## src/design/glcd_spw_pkg.sv

```systemverilog
// Shared types and constants for the GLCD shadow pixel writer.
// No dependencies; used by every module of the block.
package glcd_spw_pkg;

    localparam int COLUMNS_DEF = 128;
    localparam int ROWS_DEF    = 64;
    localparam int PAGES_DEF   = 8;

    localparam logic [7:0] PAGE_CMD_BASE = 8'hB0;
    localparam logic [7:0] COL_HIGH_CMD  = 8'h10;
    localparam logic [7:0] HIGH_NIBBLE   = 8'hF0;
    localparam logic [7:0] LOW_NIBBLE    = 8'h0F;

    typedef enum logic {
        ST_IDLE,
        ST_MODIFY
    } state_t;

    typedef enum logic [2:0] {
        STEP_GO_PAGE,
        STEP_GO_COL_HI,
        STEP_GO_COL_LO,
        STEP_DATA,
        STEP_WRAP_PAGE,
        STEP_WRAP_COL_HI,
        STEP_WRAP_COL_LO
    } step_t;

    typedef struct packed {
        step_t      first;
        step_t      last;
        logic [3:0] page;
        logic [7:0] col;
        logic [7:0] data;
        logic [3:0] wrap_page;
    } emit_job_t;

endpackage

```

## src/design/glcd_spw_emit.sv

```systemverilog
// Byte sequencer: turns one job into goto, data and wrap bytes, one per
// cycle while the output is not stalled, into an output register. Uses glcd_spw_pkg.
module glcd_spw_emit (
    input  logic                   clk,
    input  logic                   rst_n,
    input  logic                   start,
    input  glcd_spw_pkg::emit_job_t job,
    output logic                   busy,
    output logic                   m_tvalid,
    input  logic                   m_tready,
    output logic [7:0]             m_tdata,   // [7:0] bus_byte
    output logic                   m_tuser,   // [0] is_command
    output logic                   m_tlast
);
    import glcd_spw_pkg::*;

    emit_job_t  job_reg;
    emit_job_t  job_next;
    step_t      step_reg;
    step_t      step_next;
    logic       active_reg;
    logic       active_next;
    logic       valid_reg;
    logic       valid_next;
    logic [7:0] byte_reg;
    logic [7:0] byte_next;
    logic       cmd_reg;
    logic       cmd_next;
    logic       last_reg;
    logic       last_next;
    logic       load;
    logic [7:0] sel_byte;
    logic       sel_cmd;

    always_comb
    begin
        sel_byte = job_reg.data;
        sel_cmd  = 1'b1;
        unique case (step_reg)
            STEP_GO_PAGE:     sel_byte = PAGE_CMD_BASE + {4'b0000, job_reg.page};
            STEP_GO_COL_HI:   sel_byte = ((job_reg.col & HIGH_NIBBLE) >> 4) | COL_HIGH_CMD;
            STEP_GO_COL_LO:   sel_byte = job_reg.col & LOW_NIBBLE;
            STEP_DATA:
            begin
                sel_byte = job_reg.data;
                sel_cmd  = 1'b0;
            end
            STEP_WRAP_PAGE:   sel_byte = PAGE_CMD_BASE + {4'b0000, job_reg.wrap_page};
            STEP_WRAP_COL_HI: sel_byte = COL_HIGH_CMD;
            STEP_WRAP_COL_LO: sel_byte = 8'h00;
            default:          sel_byte = job_reg.data;
        endcase
    end

    always_comb
    begin
        job_next    = job_reg;
        step_next   = step_reg;
        active_next = active_reg;
        valid_next  = valid_reg;
        byte_next   = byte_reg;
        cmd_next    = cmd_reg;
        last_next   = last_reg;
        load        = active_reg && (!valid_reg || m_tready);

        if (valid_reg && m_tready)
        begin
            valid_next = 1'b0;
        end
        if (load)
        begin
            valid_next = 1'b1;
            byte_next  = sel_byte;
            cmd_next   = sel_cmd;
            last_next  = (step_reg == job_reg.last);
            step_next  = step_t'(step_reg + 3'd1);
            if (step_reg == job_reg.last)
            begin
                active_next = 1'b0;
            end
        end
        if (start)
        begin
            job_next    = job;
            step_next   = job.first;
            active_next = 1'b1;
        end
    end

    always_ff @(posedge clk or negedge rst_n)
    begin
        if (!rst_n)
        begin
            active_reg <= 1'b0;
            valid_reg  <= 1'b0;
            step_reg   <= STEP_GO_PAGE;
        end
        else
        begin
            active_reg <= active_next;
            valid_reg  <= valid_next;
            step_reg   <= step_next;
        end
    end

    always_ff @(posedge clk)
    begin
        job_reg  <= job_next;
        byte_reg <= byte_next;
        cmd_reg  <= cmd_next;
        last_reg <= last_next;
    end

    assign busy     = active_reg;
    assign m_tvalid = valid_reg;
    assign m_tdata  = byte_reg;
    assign m_tuser  = cmd_reg;
    assign m_tlast  = last_reg;

endmodule

```

## config.mk

```make
export PLATFORM = sky130hd
export DESIGN_NAME = glcd_spw_emit
export DESIGN_NICKNAME = d
export VERILOG_FILES = /design/src/design/glcd_spw_pkg.sv /design/src/design/glcd_spw_emit.sv
export SDC_FILE = /design/constraint.sdc
export NUM_CORES = 1
export LEC_CHECK = 0
export BUFFER_PORTS_ARGS = -buffer_cell sky130_fd_sc_hd__buf_2
export CORE_MARGIN = 2
export CORE_UTILIZATION = 46
export CTS_CLUSTER_SIZE = 16
export DETAILED_ROUTE_END_ITERATION = 8
export PLACE_DENSITY_LB_ADDON = 0.3
export SYNTH_ARGS = -nofsm -noshare
export SYNTH_HDL_FRONTEND = slang
export SYNTH_SLANG_ARGS = --single-unit
```

## constraint.sdc

```tcl
create_clock -name clk -period 1.5 [get_ports clk]
set_input_delay 0.45 -clock clk [delete_from_list [all_inputs] [get_ports clk]]
set_output_delay 0.45 -clock clk [all_outputs]
set_load 0.005 [all_outputs]
```

==> results.cfg <==
[power_and_ir_drop]
p_leak_nw = 0.8901
power_density_nw_per_um2 = 1155
peakVddDrop_mv = 0.6914

[job]
max_cap_violations = 0

[clock_network]
clockBufferDepth = 2
cts_buffers = 5
htreeDepth = 2
cts.clk_slew.worst_paths_ns = 0.12
cts_tree = done
insertion_delay_ns = 0.34
root_buffer = clkbuf_4
clock-sinks = 42

[place]
hpwl_um = 2084
place_congestion = 0.8891
io_buffers = 45

[global_route]
antenna_found_initial = 0
grt_pass1_wl_um = 4678
grt_usage = 0.1538
grt_pass1_vias = 1058
gr-total-overflow = 0
grt_max_degree = 25

[routing]
detail_route.vias_per_cell = 4.839
wire_per_inst_um = 13.23
drt_iter0_drc = 45
postRouteAntennaNets = 0
routed_wl_um = 2792
dr.pass1.iters = 4
num_vias = 1021
drc = 0

[yosys]
yosys_warnings = 0
synth_area_um2 = 1662
syn_area_per_cell_um2 = 16.62
synth.distinct_cells = 26
ys_seq_area_frac = 0.7440
synth_cells = 100
syn_nets = 139
synth-seq-cells = 42

[critical_path]
worstSetupStartpointType = register
slowest_delay_ns = 0.49
critical_path.max_fanout = 5
critPathArrivalTime_ns = 1.76
worstSetupPathType = register to register
cp_num_buf_inv = 0
critPathCaptureType = register
cpMaxStageDelayCell = or4_1
path_delay_family = simple AND/OR/NAND/NOR gates
critical_path.most_common_cell = ha_4
required_ns = 1.75
worstPathCellList = ha_4 -> ha_4 -> or4_1 -> o311ai_1

[run_status]
outcome = finished, violations left
violations = negative setup slack

[sta]
setup_slack_ns = -0.01266
finalSetupTns_ns = -0.02385
period_share = 1.008
setup_viol = 2
rsz0062_at_grt = yes
period_minus_slack_ns = 1.513
hold_viol_final = 0
hold_ws_ns = 0.2714
drv_slew = 0
fin_skew_ns = 0.008487
slew_headroom = 0.7518
worstMarginPinSlew_ns = 0.3709
max_freq_mhz = 661.1

[final_layout]
post-route-util = 0.6267
syn2layout_area_growth_pct = 28.84
fillers = 281
seq_area_um2 = 1239
largest_register_ffs = 27
multiInputGateArea_um2 = 430.4
diodes = 0
final_nets = 203
drive_above_1_share = 0.4727

[floorplan]
core_area_um2 = 3416
row_count = 21
die_w_um = 64.10
die_height_um = 64.10
die_area_um2 = 4109
ioPinCount = 46
initial_utilization = 0.4864

[hold_path]
hp-class = input port to register
[power by group]
part           switching (mW)  leakage (nW)  internal [mW]
logic                   0.220         0.444          0.248
clock network           0.353        0.0312          0.182
registers              0.0476         0.415           1.42
total                   0.620         0.890           1.85
[Yosys cell counts]
| cell type | number | share of area |
|---|---|---|
| a22o_1 | 4 | 0.021 |
| nor4_1 | 1 | 0.0038 |
| edfxtp_1 | 37 | 0.67 |
| xor2_1 | 3 | 0.016 |
| nor2_1 | 5 | 0.011 |
| nand2_1 | 9 | 0.020 |
| buf_6 | 1 | 0.0068 |
| nand2b_1 | 2 | 0.0075 |
| nor3_1 | 2 | 0.0060 |
| o21bai_1 | 1 | 0.0045 |
| and2_1 | 1 | 0.0038 |
| and3_2 | 1 | 0.0045 |
| nor2b_1 | 1 | 0.0038 |
| inv_1 | 5 | 0.011 |
| ha_1 | 5 | 0.038 |
| o31a_1 | 1 | 0.0053 |
| mux2i_1 | 4 | 0.024 |
| clkbuf_8 | 1 | 0.0083 |
| nor2_4 | 1 | 0.0068 |
| a221o_1 | 4 | 0.024 |
| nand4b_1 | 1 | 0.0053 |
| or4_1 | 1 | 0.0045 |
| a21oi_1 | 1 | 0.0030 |
| o311ai_0 | 2 | 0.011 |
| dfrtp_1 | 5 | 0.075 |
| a21bo_2 | 1 | 0.0060 |
[routing by layer]
metal,GRT usage,part of all wire
met5,0,0
met4,0.06383,0.024
met3,0.05986,0.073
met2,0.2422,0.48
met1,0.1900,0.42
[cell usage in the layout, fill, tap and decap left out, drive strengths merged]
cell,count
a21bo,1
a21oi,1
a221o,4
a22o,4
and2,1
and3,1
buf,58
clkbuf,5
clkinv,2
clkinvlp,1
dfrtp,5
dlygate4sd3,1
edfxtp,37
ha,5
inv,5
mux2i,4
nand2,9
nand2b,2
nand4b,1
nor2,6
nor2b,1
nor3,2
nor4,1
o21bai,1
o311ai,2
o31a,1
or4,1
xor2,3
[timing repair]
| item | CTS | global route |
|---|---|---|
| buffers inserted | 1 | 0 |
| pin swaps | 3 | 5 |
| hold buffers | 1 | 0 |
| endpoints found under the hold margin | 5 | 0 |
| endpoints found under the setup margin | 5 | 5 |
| resized for setup | 6 | 6 |
[logic make-up (layout without fill, tap and decap cells)]
kind of cell / count (synthesis) / count (layout) / share of synthesized area
simple gates: 25 / 25 / 0.07757
buf+inv: 7 / 72 / 0.02635
flops: 42 / 42 / 0.7440
xor+xnor: 3 / 3 / 0.01582
compound gates: 14 / 14 / 0.07455
mux: 4 / 4 / 0.02410
fa+ha+maj: 5 / 5 / 0.03765
[stage by stage]
stage	worst slack (ns)	instance area [um2]	total power, mW	instances
2_1_floorplan	-0.03223	1665	1.717	100
3_3_place_gp	-0.02249	2013	1.905	201
3_5_place_dp	-0.03600	2013	1.921	201
4_1_cts	-0.04745	2127	2.487	211
5_1_grt	-0.06003	2141	2.612	211
6_report	-0.01266	2141	2.473	211
[area by class of cell]
type | count | share of cell area
Sequential cell | 42 | 0.5786
Multi-Input combinational cell | 51 | 0.2011
Timing Repair Buffer | 59 | 0.1572
Tap cell | 46 | 0.02688
Clock buffer | 5 | 0.01753
Clock inverter | 3 | 0.009936
Inverter | 5 | 0.008767
[final timing paths]
kind,slack [ns],to,start,depth (start not counted)
max reg2reg,-0.01,step_reg[2],step_reg[0],4
max,-0.01,step_reg[2],step_reg[0],4
min in group asynchronous,0.46,step_reg[2],rst_n,2
min reg2reg,0.55,m_tdata[7],job_reg[11],2
min,0.27,job_reg[23],job[23],1
max in group asynchronous,0.89,step_reg[1],rst_n,2
(Power assumes the default switching activity.)
